==> src/rtl/assert_macros.svh <==
// Assertion helpers shared by the RTL.
`ifndef ASSERT_MACROS_SVH
`define ASSERT_MACROS_SVH

// Clocked property, disabled while reset is asserted.
`define ASSERT_AT(label, clk, rst_n, prop) \
    label: assert property (@(posedge clk) disable iff (!rst_n) prop) \
        else $error("assertion failed: %m");

// Condition that must never be true at a clock edge.
`define ASSERT_NEVER(label, clk, rst_n, cond) \
    `ASSERT_AT(label, clk, rst_n, !(cond))

`endif

==> src/rtl/bsas_pkg.sv <==
package bsas_pkg;

    // Default pattern store depth
    localparam int MAX_PATTERN_DEF = 63;
    // Beats held between front and back
    localparam int QUEUE_DEPTH_DEF = 2;

    localparam int CMD_W   = 2;
    localparam int BYTE_W  = 8;
    localparam int INDEX_W = 6;
    localparam int LEN_W   = 6;
    // Length after widening, holds MAX_PATTERN up to 255
    localparam int LEN_EXT_W = 8;
    localparam int OFFSET_W  = 32;

    localparam int IN_TDATA_W  = 16;
    localparam int OUT_TDATA_W = 40;

    localparam logic [CMD_W-1:0] CMD_LOAD  = 2'd0;
    localparam logic [CMD_W-1:0] CMD_START = 2'd1;
    localparam logic [CMD_W-1:0] CMD_TEXT  = 2'd2;

    // Classified operation carried from front to back
    typedef enum logic [1:0] {
        OP_NONE  = 2'd0,
        OP_LOAD  = 2'd1,
        OP_START = 2'd2,
        OP_TEXT  = 2'd3
    } op_t;

    typedef struct packed {
        op_t                op;
        logic [BYTE_W-1:0]  data_byte;
        logic [INDEX_W-1:0] pattern_index;
    } q_entry_t;

endpackage

==> src/rtl/bsas_front.sv <==
module bsas_front #(
    parameter int MAX_PATTERN = bsas_pkg::MAX_PATTERN_DEF
) (
    input  logic [bsas_pkg::CMD_W-1:0]   command,
    input  logic [bsas_pkg::BYTE_W-1:0]  data_byte,
    input  logic [bsas_pkg::INDEX_W-1:0] pattern_index,
    input  logic                         in_valid,
    output logic                         in_ready,
    input  logic                         q_full,
    output logic                         q_push,
    output bsas_pkg::q_entry_t           q_entry
);

    bsas_pkg::op_t op;

    always_comb
    begin
        case (command)
            bsas_pkg::CMD_LOAD:
            begin
                // loads past the store are dropped but still answered
                op = (32'(pattern_index) < MAX_PATTERN) ? bsas_pkg::OP_LOAD
                                                        : bsas_pkg::OP_NONE;
            end
            bsas_pkg::CMD_START: op = bsas_pkg::OP_START;
            bsas_pkg::CMD_TEXT:  op = bsas_pkg::OP_TEXT;
            default:             op = bsas_pkg::OP_NONE;
        endcase
    end

    assign in_ready = !q_full;
    assign q_push   = in_valid && !q_full;

    assign q_entry.op            = op;
    assign q_entry.data_byte     = data_byte;
    assign q_entry.pattern_index = pattern_index;

endmodule

==> src/rtl/bsas_queue.sv <==
`include "assert_macros.svh"

module bsas_queue #(
    parameter int DEPTH = bsas_pkg::QUEUE_DEPTH_DEF
) (
    input  logic               clk,
    input  logic               rst_n,
    input  logic               push,
    input  bsas_pkg::q_entry_t push_entry,
    output logic               full,
    input  logic               pop,
    output logic               head_valid,
    output bsas_pkg::q_entry_t head_entry
);

    localparam int PTR_W = (DEPTH > 1) ? $clog2(DEPTH) : 1;
    localparam int CNT_W = $clog2(DEPTH + 1);

    bsas_pkg::q_entry_t slot_reg [DEPTH];
    logic [PTR_W-1:0]   wr_ptr_reg, wr_ptr_next;
    logic [PTR_W-1:0]   rd_ptr_reg, rd_ptr_next;
    logic [CNT_W-1:0]   count_reg, count_next;

    assign full       = (count_reg == CNT_W'(DEPTH));
    assign head_valid = (count_reg != '0);
    assign head_entry = slot_reg[rd_ptr_reg];

    always_comb
    begin
        wr_ptr_next = wr_ptr_reg;
        rd_ptr_next = rd_ptr_reg;
        if (push)
        begin
            wr_ptr_next = (wr_ptr_reg == PTR_W'(DEPTH - 1)) ? '0 : wr_ptr_reg + 1'b1;
        end
        if (pop)
        begin
            rd_ptr_next = (rd_ptr_reg == PTR_W'(DEPTH - 1)) ? '0 : rd_ptr_reg + 1'b1;
        end
        count_next = count_reg + CNT_W'(push) - CNT_W'(pop);
    end

    always_ff @(posedge clk or negedge rst_n)
    begin
        if (!rst_n)
        begin
            wr_ptr_reg <= '0;
            rd_ptr_reg <= '0;
            count_reg  <= '0;
        end
        else
        begin
            wr_ptr_reg <= wr_ptr_next;
            rd_ptr_reg <= rd_ptr_next;
            count_reg  <= count_next;
        end
    end

    always_ff @(posedge clk)
    begin
        if (push)
        begin
            slot_reg[wr_ptr_reg] <= push_entry;
        end
    end

    `ASSERT_NEVER(a_q_underflow, clk, rst_n, pop && (count_reg == '0))
    `ASSERT_AT(a_q_count, clk, rst_n, rst_n |=> count_reg == $past(count_next))
    `ASSERT_NEVER(a_q_overflow, clk, rst_n, count_reg > CNT_W'(DEPTH))

endmodule

==> src/rtl/bsas_back.sv <==
`include "assert_macros.svh"

module bsas_back #(
    parameter int MAX_PATTERN = bsas_pkg::MAX_PATTERN_DEF
) (
    input  logic                          clk,
    input  logic                          rst_n,
    input  logic                          cfg_wr_en,
    input  logic [bsas_pkg::LEN_W-1:0]    cfg_wr_data,
    input  logic                          q_valid,
    input  bsas_pkg::q_entry_t            q_entry,
    output logic                          q_pop,
    output logic                          out_valid,
    input  logic                          out_ready,
    output logic                          out_match,
    output logic [bsas_pkg::OFFSET_W-1:0] out_match_start,
    output logic                          out_first
);

    localparam int LW = bsas_pkg::LEN_EXT_W;
    localparam int OW = bsas_pkg::OFFSET_W;

    logic [bsas_pkg::BYTE_W-1:0] pat_reg [MAX_PATTERN];
    logic [MAX_PATTERN-1:0]      vec_reg, vec_next;
    logic [OW-1:0]               offset_reg, offset_next;
    logic                        found_reg, found_next;
    logic [bsas_pkg::LEN_W-1:0]  len_reg;
    logic                        out_valid_reg;
    logic                        out_match_reg, out_match_next;
    logic [OW-1:0]               out_start_reg, out_start_next;
    logic                        out_first_reg, out_first_next;

    logic [MAX_PATTERN-1:0] mask;
    logic [MAX_PATTERN-1:0] sel;
    logic [MAX_PATTERN:0]   shifted;
    logic [MAX_PATTERN-1:0] vec_text;
    logic [LW-1:0]          len_wide, len_eff, bit_pos;
    logic                   hit;
    logic                   is_text, is_start, is_load;

    assign q_pop    = q_valid && (!out_valid_reg || out_ready);
    assign is_text  = q_pop && (q_entry.op == bsas_pkg::OP_TEXT);
    assign is_start = q_pop && (q_entry.op == bsas_pkg::OP_START);
    assign is_load  = q_pop && (q_entry.op == bsas_pkg::OP_LOAD);

    // length clamped to the store depth
    assign len_wide = LW'(len_reg);
    assign len_eff  = (len_wide > LW'(MAX_PATTERN)) ? LW'(MAX_PATTERN) : len_wide;
    assign bit_pos  = len_eff - LW'(1);

    always_comb
    begin
        for (int i = 0; i < MAX_PATTERN; i++)
        begin
            mask[i] = (pat_reg[i] == q_entry.data_byte);
            sel[i]  = (len_eff == LW'(i + 1));
        end
    end

    assign shifted  = {vec_reg, 1'b1};
    assign vec_text = shifted[MAX_PATTERN-1:0] & mask;
    // zero length selects no bit, so never hits
    assign hit      = |(vec_text & sel);

    always_comb
    begin
        vec_next       = vec_reg;
        offset_next    = offset_reg;
        found_next     = found_reg;
        out_match_next = 1'b0;
        out_start_next = '0;
        out_first_next = 1'b0;
        if (is_start)
        begin
            vec_next    = '0;
            offset_next = '0;
            found_next  = 1'b0;
        end
        else if (is_text)
        begin
            vec_next = vec_text;
            if (offset_reg != '1)
            begin
                offset_next = offset_reg + 1'b1;
            end
            if (hit)
            begin
                out_match_next = 1'b1;
                out_start_next = offset_reg - OW'(bit_pos);
                out_first_next = !found_reg;
                found_next     = 1'b1;
            end
        end
    end

    always_ff @(posedge clk or negedge rst_n)
    begin
        if (!rst_n)
        begin
            vec_reg       <= '0;
            offset_reg    <= '0;
            found_reg     <= 1'b0;
            len_reg       <= bsas_pkg::LEN_W'(1);
            out_valid_reg <= 1'b0;
        end
        else
        begin
            vec_reg    <= vec_next;
            offset_reg <= offset_next;
            found_reg  <= found_next;
            if (cfg_wr_en)
            begin
                len_reg <= cfg_wr_data;
            end
            if (q_pop)
            begin
                out_valid_reg <= 1'b1;
            end
            else if (out_ready)
            begin
                out_valid_reg <= 1'b0;
            end
        end
    end

    always_ff @(posedge clk)
    begin
        if (q_pop)
        begin
            out_match_reg <= out_match_next;
            out_start_reg <= out_start_next;
            out_first_reg <= out_first_next;
        end
        for (int i = 0; i < MAX_PATTERN; i++)
        begin
            if (is_load && (32'(q_entry.pattern_index) == i))
            begin
                pat_reg[i] <= q_entry.data_byte;
            end
        end
    end

    assign out_valid       = out_valid_reg;
    assign out_match       = out_match_reg;
    assign out_match_start = out_start_reg;
    assign out_first       = out_first_reg;

    `ASSERT_AT(a_b_found_set, clk, rst_n, (is_text && hit) |=> found_reg)
    `ASSERT_AT(a_b_start_clr, clk, rst_n, is_start |=> (!found_reg && (vec_reg == '0)))
    `ASSERT_AT(a_b_first_once, clk, rst_n, (q_pop && found_reg) |=> !out_first_reg)

endmodule

==> src/rtl/bitap_shift_and_search_unit.sv <==
// Channel   Dir  Fields (low bit up)
// s_axis    in   tuser: command[1:0]; tdata: data_byte[7:0], pattern_index[13:8]
// m_axis    out  tdata: match[0], match_start[32:1], first_match_res[33]
// cfg       in   cfg_wr_data: pattern_length[5:0], written when cfg_wr_en is high
//
// Throughput: one beat per cycle on both sides while m_axis_tready is high. An
// accepted beat is written into the queue, then popped into the back end's
// output register that drives m_axis. The rate is set by the vector update in
// the back end (parallel compare of the byte against all stored pattern bytes, shift, AND).
// Reset clears the queue, match vector, text offset, found flag and output
// valid, and sets pattern_length to 1; the pattern store is not cleared.
// Output stalls back up through a two-beat queue to s_axis_tready.
module bitap_shift_and_search_unit #(
    parameter int MAX_PATTERN = bsas_pkg::MAX_PATTERN_DEF,
    parameter int QUEUE_DEPTH = bsas_pkg::QUEUE_DEPTH_DEF
) (
    input  logic                             clk,
    input  logic                             rst_n,
    // input stream
    input  logic                             s_axis_tvalid,
    output logic                             s_axis_tready,
    // data_byte[7:0], pattern_index[13:8], zero pad
    input  logic [bsas_pkg::IN_TDATA_W-1:0]  s_axis_tdata,
    // command[1:0]
    input  logic [bsas_pkg::CMD_W-1:0]       s_axis_tuser,
    // result stream
    output logic                             m_axis_tvalid,
    input  logic                             m_axis_tready,
    // match[0], match_start[32:1], first_match_res[33], zero pad
    output logic [bsas_pkg::OUT_TDATA_W-1:0] m_axis_tdata,
    // pattern_length register
    input  logic                             cfg_wr_en,
    input  logic [bsas_pkg::LEN_W-1:0]       cfg_wr_data
);

    localparam int BW = bsas_pkg::BYTE_W;
    localparam int IW = bsas_pkg::INDEX_W;
    localparam int OW = bsas_pkg::OFFSET_W;

    bsas_pkg::q_entry_t push_entry;
    bsas_pkg::q_entry_t head_entry;
    logic               q_push;
    logic               q_full;
    logic               q_pop;
    logic               head_valid;

    logic               res_match;
    logic [OW-1:0]      res_start;
    logic               res_first;

    // front end: decode command, drop out-of-range loads
    bsas_front #(
        .MAX_PATTERN (MAX_PATTERN)
    ) u_front (
        .command       (s_axis_tuser),
        .data_byte     (s_axis_tdata[BW-1:0]),
        .pattern_index (s_axis_tdata[BW+IW-1:BW]),
        .in_valid      (s_axis_tvalid),
        .in_ready      (s_axis_tready),
        .q_full        (q_full),
        .q_push        (q_push),
        .q_entry       (push_entry)
    );

    // decoupling queue between classify and execute
    bsas_queue #(
        .DEPTH (QUEUE_DEPTH)
    ) u_queue (
        .clk        (clk),
        .rst_n      (rst_n),
        .push       (q_push),
        .push_entry (push_entry),
        .full       (q_full),
        .pop        (q_pop),
        .head_valid (head_valid),
        .head_entry (head_entry)
    );

    // back end: pattern store, match vector, offset, output register
    bsas_back #(
        .MAX_PATTERN (MAX_PATTERN)
    ) u_back (
        .clk             (clk),
        .rst_n           (rst_n),
        .cfg_wr_en       (cfg_wr_en),
        .cfg_wr_data     (cfg_wr_data),
        .q_valid         (head_valid),
        .q_entry         (head_entry),
        .q_pop           (q_pop),
        .out_valid       (m_axis_tvalid),
        .out_ready       (m_axis_tready),
        .out_match       (res_match),
        .out_match_start (res_start),
        .out_first       (res_first)
    );

    assign m_axis_tdata = {
        (bsas_pkg::OUT_TDATA_W - OW - 2)'(0),
        res_first,
        res_start,
        res_match
    };

endmodule
==> config.mk <==
export PLATFORM = sky130hd
export DESIGN_NAME = bitap_shift_and_search_unit
export DESIGN_NICKNAME = d
export VERILOG_FILES = /design/src/rtl/bsas_pkg.sv /design/src/rtl/bsas_front.sv /design/src/rtl/bsas_queue.sv /design/src/rtl/bsas_back.sv /design/src/rtl/bitap_shift_and_search_unit.sv
export VERILOG_INCLUDE_DIRS = /design/src /design/src/rtl
export SDC_FILE = /design/constraint.sdc
export NUM_CORES = 1
export LEC_CHECK = 0
export BUFFER_PORTS_ARGS = -buffer_cell sky130_fd_sc_hd__buf_2
export CORE_UTILIZATION = 45
export DETAILED_ROUTE_END_ITERATION = 12
export GPL_ROUTABILITY_DRIVEN = 0
export PLACE_DENSITY = 0.69
export SYNTH_ARGS = -nofsm -noshare
export SYNTH_HDL_FRONTEND = slang
export SYNTH_SLANG_ARGS = --single-unit
==> constraint.sdc <==
create_clock -name clk -period 6.3 [get_ports clk]
set_input_delay 0.315 -clock clk [delete_from_list [all_inputs] [get_ports clk]]
set_output_delay 0.315 -clock clk [all_outputs]
set_load 0.005 [all_outputs]
==> impl_metrics.tcl, run 1 <==
set metrics [dict create \
    outcome "finished with violations" \
    violations "design-rule violations" \
    postSynth.asyncResetShare_pct 15.7 \
    hold_path_depth 2 \
    grt_overflow 0 \
    crit_chain "mux2i_4 > buf_4 > xnor2_1 > nor4_1 > nand4_1 > o32ai_1 > nor4_1 > nand4_2 > o31ai_4 > buf_4 > nor3_1" \
    yosysSeqAreaShare_pct 65.3 \
    synth_top_cell_area_share_pct 56.6 \
    tritoncts "done" \
    antenna_found_initial 1 \
    yosys_warnings 0 \
    ff2ff_path_depth 11 \
    synth_top_flop_cell "edfxtp_1" \
    worst_pin_slew_ns 1.19 \
    dr.pass1.iters 12 \
    diodes 0 \
    design.core.area_um2 66100 \
    yosys.area.top_type "edfxtp_1" \
    rsz0062_at_grt "no" \
    grt_pass1_vias 18005 \
    power_per_cell_area_nw_per_um2 409 \
    grt_max_degree 65 \
    drive_above_1_share_pct 12.3 \
    cts-htree-levels 3 \
    final_hold_viol_count 0 \
    drtIter0Drc 1803 \
    track_usage_pct 22.5 \
    fillers 5493 \
    slowest_delay_ns 0.98 \
    grt_pass1_wl_mm 113 \
    ys_types 67 \
    drc_errors 10 \
    netlist_area_um2 30300 \
    clock_path_buffers 3 \
    syn2layout_area_growth_pct 12.3 \
    drv_cap 0 \
    p_leak_uw 0.0111 \
    syn_avg_cell_area_um2 13.8 \
    crit_fanout 34 \
    initial_core_util_pct 45.8 \
    rows 94 \
    slew_headroom_pct 18.8 \
    fp.dieH_um 261 \
    ctsRootBufferMaster "clkbuf_16" \
    viasPerCell 5.69 \
    min_path_type "in2reg" \
    post-dp-hpwl_mm 45.1 \
    final_nets 2338 \
    antenna_left 0 \
    io_pins 71 \
    vias 18245 \
    startpoint_type "flip-flop" \
    drt-wirelength-per-cell_um 23.8 \
    post-route-min-period_ns 4.93 \
    synth_edf_count 570 \
    timing.final.crit_share_pct 78.2 \
    max-vdd-ir-drop_v 0.000493 \
    place_inst 3061 \
    cp.arrival_ns 5.25 \
    dieArea_um2 68300 \
    largest_reg_flops 504 \
    numCtsBuffers 69 \
    synth_area_leaders "edfxtp_1 (57%), xnor2_1 (13%), dfrtp_1 (8.7%), xor2_1 (2.5%), nor4_1 (1.8%)" \
    wl_mm 76.3 \
    cts.sinks 676 \
    clkLatencyLatePin_ns 0.63 \
    path_clk_slew_ns 0.06 \
    finalCoreUtilization_pct 51.4 \
    crit_slowest_cell "dfrtp_1" \
    die_w_um 261 \
    crit_required_ns 6.62 \
    finalSetupViolCount 0 \
    setup_tns_ns 0 \
    synthCells 2198 \
    fmax_mhz 203 \
    clock_skew_ns 0.0285 \
    ys_ff_latch 676 \
    drv_slew 0 \
    path_class "reg2reg" \
    finalNonFillerCells 3207 \
    crit_path_end_kind "flip-flop" \
    port_buffers 62 \
    fin_hold_ws_ns 0.0350 \
]
==> layout make-up <==
class                           count  area [µm²]  share of cell area (%)
Timing Repair Buffer              134        1020                    3.01
Sequential cell                   676       19800                    58.2
Inverter                           29         119                   0.350
Tap cell                          864        1080                    3.18
Clock buffer                       98        1920                    5.64
Clock inverter                     25         330                   0.972
Multi-Input combinational cell   1381        9740                    28.7
==> cells in the final DEF (no fill, tap or decap), types with 10 or more instances in the layout <==
master           n
edfxtp_1       570
xnor2_1        460
nand2_1        134
nor2_1         117
dfrtp_1        105
nor4_1          88
xor2_1          87
nand4_1         69
nor3_1          69
clkbuf_16       69
o21ai_0         67
buf_2           61
nand3_1         41
buf_4           41
nor2_2          27
nand2b_1        23
dlygate4sd3_1   23
clkbuf_1        21
inv_1           19
clkinv_2        17
a32o_1          17
ha_1            17
o32ai_1         14
mux2_2          13
or3_1           13
a21oi_1         12
nor2b_1         11
and3_1          10
==> cells in the mapped netlist (4+ instances only) <==
| cell type | instances |
|---|---|
| mux2i_1 | 10 |
| ha_1 | 17 |
| o32ai_1 | 14 |
| edfxtp_1 | 570 |
| a21o_1 | 4 |
| a21oi_1 | 12 |
| buf_6 | 31 |
| and2_1 | 8 |
| nor4_1 | 88 |
| nand3_1 | 41 |
| clkbuf_1 | 44 |
| buf_4 | 21 |
| nand2_1 | 135 |
| nand4_1 | 69 |
| a32o_1 | 17 |
| or2_2 | 4 |
| nor2_2 | 27 |
| o21ai_0 | 67 |
| inv_1 | 28 |
| nand2b_1 | 23 |
| o22ai_1 | 9 |
| xnor2_1 | 460 |
| mux2_2 | 13 |
| buf_2 | 17 |
| and3_1 | 10 |
| nor2b_1 | 11 |
| xor2_1 | 87 |
| or4_1 | 4 |
| dfrtp_1 | 105 |
| nor3_1 | 70 |
| or3_1 | 13 |
| nor2_1 | 117 |
==> path summary, 6_finish.rpt <==
kind | start | slack, ns | to
max in group asynchronous | rst_n | 4.54 | u_back.vec_reg[56]
min reg2reg | u_back.vec_reg[13] | 0.48 | u_back.vec_reg[13]
min | cfg_wr_en | 0.03 | u_back.len_reg[0]
max | u_queue.rd_ptr_reg | 1.37 | u_back.out_match_start[2]
max reg2reg | u_queue.rd_ptr_reg | 1.37 | u_back.out_match_start[2]
min in group asynchronous | rst_n | 0.29 | u_back.vec_reg[0]
==> through the flow <==
step / setup slack, ns / power (µW) / cell area [µm²]
after floorplan: 3.09 / 8430 / 30300
after global placement: 1.43 / 9800 / 31500
after detailed placement: 1.37 / 9880 / 31500
after CTS: 1.35 / 13900 / 34000
after global routing: 1.09 / 14400 / 34000
final: 1.37 / 13900 / 34000
==> where the power goes <==
part / leakage [µW] / internal (µW) / total, µW / switching [µW]
Clock: 0.00109 / 2350 / 4080 / 1730
Sequential: 0.00662 / 5510 / 5630 / 126
Combinational: 0.00339 / 1390 / 4190 / 2800
==> kinds of logic (layout without fill, tap and decap cells) <==
logic type                 count (synthesis)  in the layout  synth area share, %
DFF                                      676            676                 65.3
and+or+nand+nor                          634            634                 10.7
xor gates and xnor gates                 550            550                 16.0
AOI/OAI and AO/OA                        149            149                 3.42
buffers and inverters                    146            286                 2.91
muxes                                     24             24                0.852
adders and majority gates                 18             18                0.769
other                                      1              6               0.0124
==> worst max-delay path, delay by kind of cell (launching register included) <==
family	cells	cell delay (ns)
flip-flops	1	0.98
AND/OR/NAND/NOR	5	1.05
XOR/XNOR	1	0.19
AO/OA/AOI/OAI	2	0.46
multiplexers	1	0.82
buffers and inverters	2	1.04
==> metal layers <==
| metal | track usage, % | vias to the layer above | wire, µm | part of all wire (%) |
|---|---|---|---|---|
| met1 | 29.9 | 9187 | 31200 | 41 |
| li1 | - | 8083 | - | - |
| met2 | 36.7 | 821 | 35900 | 47 |
| met5 | 0 | - | 0 | 0 |
| met4 | 7.70 | 0 | 2420 | 3.2 |
| met3 | 4.77 | 154 | 6860 | 9.0 |
==> timing repair <==
action                                 4_1_cts  5_1_grt
hold buffers                                23        0
endpoints found under the hold margin       78        0
gates resized for setup                      0        0
setup buffers                                0        0
No activity file was read; power rests on OpenSTA's default activity.
==> inputs of run 2 (changes only) <==
--- a/config.mk
+++ b/config.mk
@@ -10,7 +10,7 @@
 export CORE_UTILIZATION = 45
 export DETAILED_ROUTE_END_ITERATION = 12
 export GPL_ROUTABILITY_DRIVEN = 0
-export PLACE_DENSITY = 0.69
+export PLACE_DENSITY = 0.71
 export SYNTH_ARGS = -nofsm -noshare
 export SYNTH_HDL_FRONTEND = slang
 export SYNTH_SLANG_ARGS = --single-unit
==> constraint.sdc (replaced) <==
create_clock -name clk -period 4.3 [get_ports clk]
set_input_delay 0.215 -clock clk [delete_from_list [all_inputs] [get_ports clk]]
set_output_delay 0.215 -clock clk [all_outputs]
set_load 0.005 [all_outputs]
==> run 2 against run 1 <==
The flow still finishes with violations (design-rule violations). Fmax grew 27%. Largest cell class unchanged. Final area grew 1.3%. Die area is the same. Clock power grew 45%. Combinational power grew 51%. Register-to-register slack lost 0.95 ns. Setup slack lost 0.95 ns. Critical endpoint is now u_back.out_match_start[3]. Sequential share of layout area shrank 0.75 points. Hold slack gained 0.0048 ns. Routed wire length shrank 0.85%.
==> impl_metrics.tcl, run 2 (synthesis gave the netlist of run 1 again) <==
set metrics [dict create \
    largest_reg_flops 504 \
    grt_pass1_wl_mm 113 \
    post-route-min-period_ns 3.88 \
    drive_above_1_share_pct 13.2 \
    fmax_mhz 258 \
    drc_errors 4 \
    min_path_type "in2reg" \
    max-vdd-ir-drop_v 0.000482 \
    slowest_delay_ns 0.64 \
    crit_required_ns 4.63 \
    cts.sinks 676 \
    grt_max_degree 62 \
    drv_cap 0 \
    crit_fanout 34 \
    power_per_cell_area_nw_per_um2 594 \
    final_cell_mix "edfxtp_1 (570), xnor2_1 (460), nand2_1 (134), nor2_1 (117), dfrtp_1 (105)" \
    postCtsHoldBufs 30 \
    final_common_cell "edfxtp_1" \
    drtIter0Drc 1791 \
    initial_core_util_pct 45.8 \
    ctsRootBufferMaster "clkbuf_16" \
    path_clk_slew_ns 0.06 \
    slew_headroom_pct 32.5 \
    violations "design-rule violations" \
    design.core.area_um2 66100 \
    diodes 0 \
    clock_path_buffers 3 \
    drv_slew 0 \
    syn2layout_area_growth_pct 13.7 \
    antenna_left 0 \
    crit_chain "buf_4 > mux2i_4 > buf_4 > xnor2_1 > nor4_1 > nand4_1 > o32ai_1 > nor4_1 > nand4_2 > o31ai_4 > buf_12 > nor3_1" \
    rsz0062_at_grt "no" \
    post-dp-hpwl_mm 46.2 \
    cts-htree-levels 3 \
    crit_slowest_cell "mux2i_4" \
    setup_tns_ns 0 \
    track_usage_pct 22.5 \
    worst_pin_slew_ns 1.01 \
    crit_path_end_kind "flip-flop" \
    startpoint_type "flip-flop" \
    clkLatencyLatePin_ns 0.62 \
    dieArea_um2 68300 \
    multi_input_area_um2 9740 \
    port_buffers 62 \
    numCtsBuffers 70 \
    hold_path_depth 2 \
    fp.dieH_um 261 \
    io_pins 71 \
    final_nets 2385 \
    die_w_um 261 \
    cts_resized 0 \
    post_cts_buffers 0 \
    wl_mm 75.7 \
    p_leak_uw 0.0114 \
    seqCellArea_um2 19800 \
    drt-wirelength-per-cell_um 23.2 \
    grt_pass1_vias 18606 \
    grt_overflow 0 \
    finalSetupViolCount 0 \
    outcome "finished with violations" \
    fillers 5486 \
    viasPerCell 5.68 \
    final_hold_viol_count 0 \
    timing.final.crit_share_pct 90.2 \
    path_class "reg2reg" \
    antenna_found_initial 0 \
    clock_skew_ns 0.0327 \
    dr.pass1.iters 12 \
    cp.arrival_ns 4.21 \
    rows 94 \
    ff2ff_path_depth 12 \
    vias 18507 \
    tritoncts "done" \
    fin_hold_ws_ns 0.0398 \
]
## run 2: critical path, delay by kind of cell (launching register included)
| kind | cells | cell delay (ns) |
|---|---|---|
| muxes | 1 | 0.64 |
| DFF | 1 | 0.33 |
| xor gates and xnor gates | 1 | 0.15 |
| AOI/OAI and AO/OA | 2 | 0.49 |
| and+or+nand+nor | 5 | 1.00 |
| buffers and inverters | 3 | 0.93 |
## run 2: power breakdown
part / internal [µW] / switching [µW] / total [µW]
Clock: 3460 / 2450 / 5920
Combinational: 2180 / 4150 / 6330
Sequential: 8070 / 126 / 8190
## run 2: metrics by stage
step | setup slack, ns | instances | total power [µW] | area, µm² | util [%]
2_1_floorplan | 1.09 | 2203 | 12400 | 30300 | -
3_3_place_gp | 0.562 | 3100 | 14500 | 31900 | 48.3
3_5_place_dp | 0.498 | 3100 | 14600 | 31900 | 48.3
4_1_cts | 0.463 | 3257 | 20500 | 34400 | 52.1
5_1_grt | 0.268 | 3257 | 21200 | 34400 | 52.1
6_report | 0.420 | 3257 | 20400 | 34400 | 52.1
## run 2: routing by layer
layer  GRT usage, %  up-vias  share of wire (%)
li1               -     8185                  -
met1           29.8     9316                 40
met2           36.7      825                 48
met3           4.75      181                8.7
met4           8.07        0                3.3
met5              0        -                  0
## run 2: path summary, 6_finish.rpt
kind / from / endpoint / slack [ns]
worst max register to register: u_queue.rd_ptr_reg / u_back.out_match_start[3] / 0.42
worst min register to register: u_back.vec_reg[24] / u_back.vec_reg[24] / 0.48
worst max-delay path: u_queue.rd_ptr_reg / u_back.out_match_start[3] / 0.42
min in group asynchronous: rst_n / u_back.offset_reg[24] / 0.26
max in group asynchronous: rst_n / u_queue.count_reg[0] / 3.04
worst min-delay path: cfg_wr_en / u_back.len_reg[3] / 0.04
## run 2: final cells by class
class / count / share of cell area (%)
flip-flops and latches: 676 / 57.4
repair buffers: 180 / 4.35
clock buffers: 101 / 5.67
multi-input cells: 1381 / 28.3
well taps: 864 / 3.14
inverters: 29 / 0.345
clock inverters: 26 / 0.767
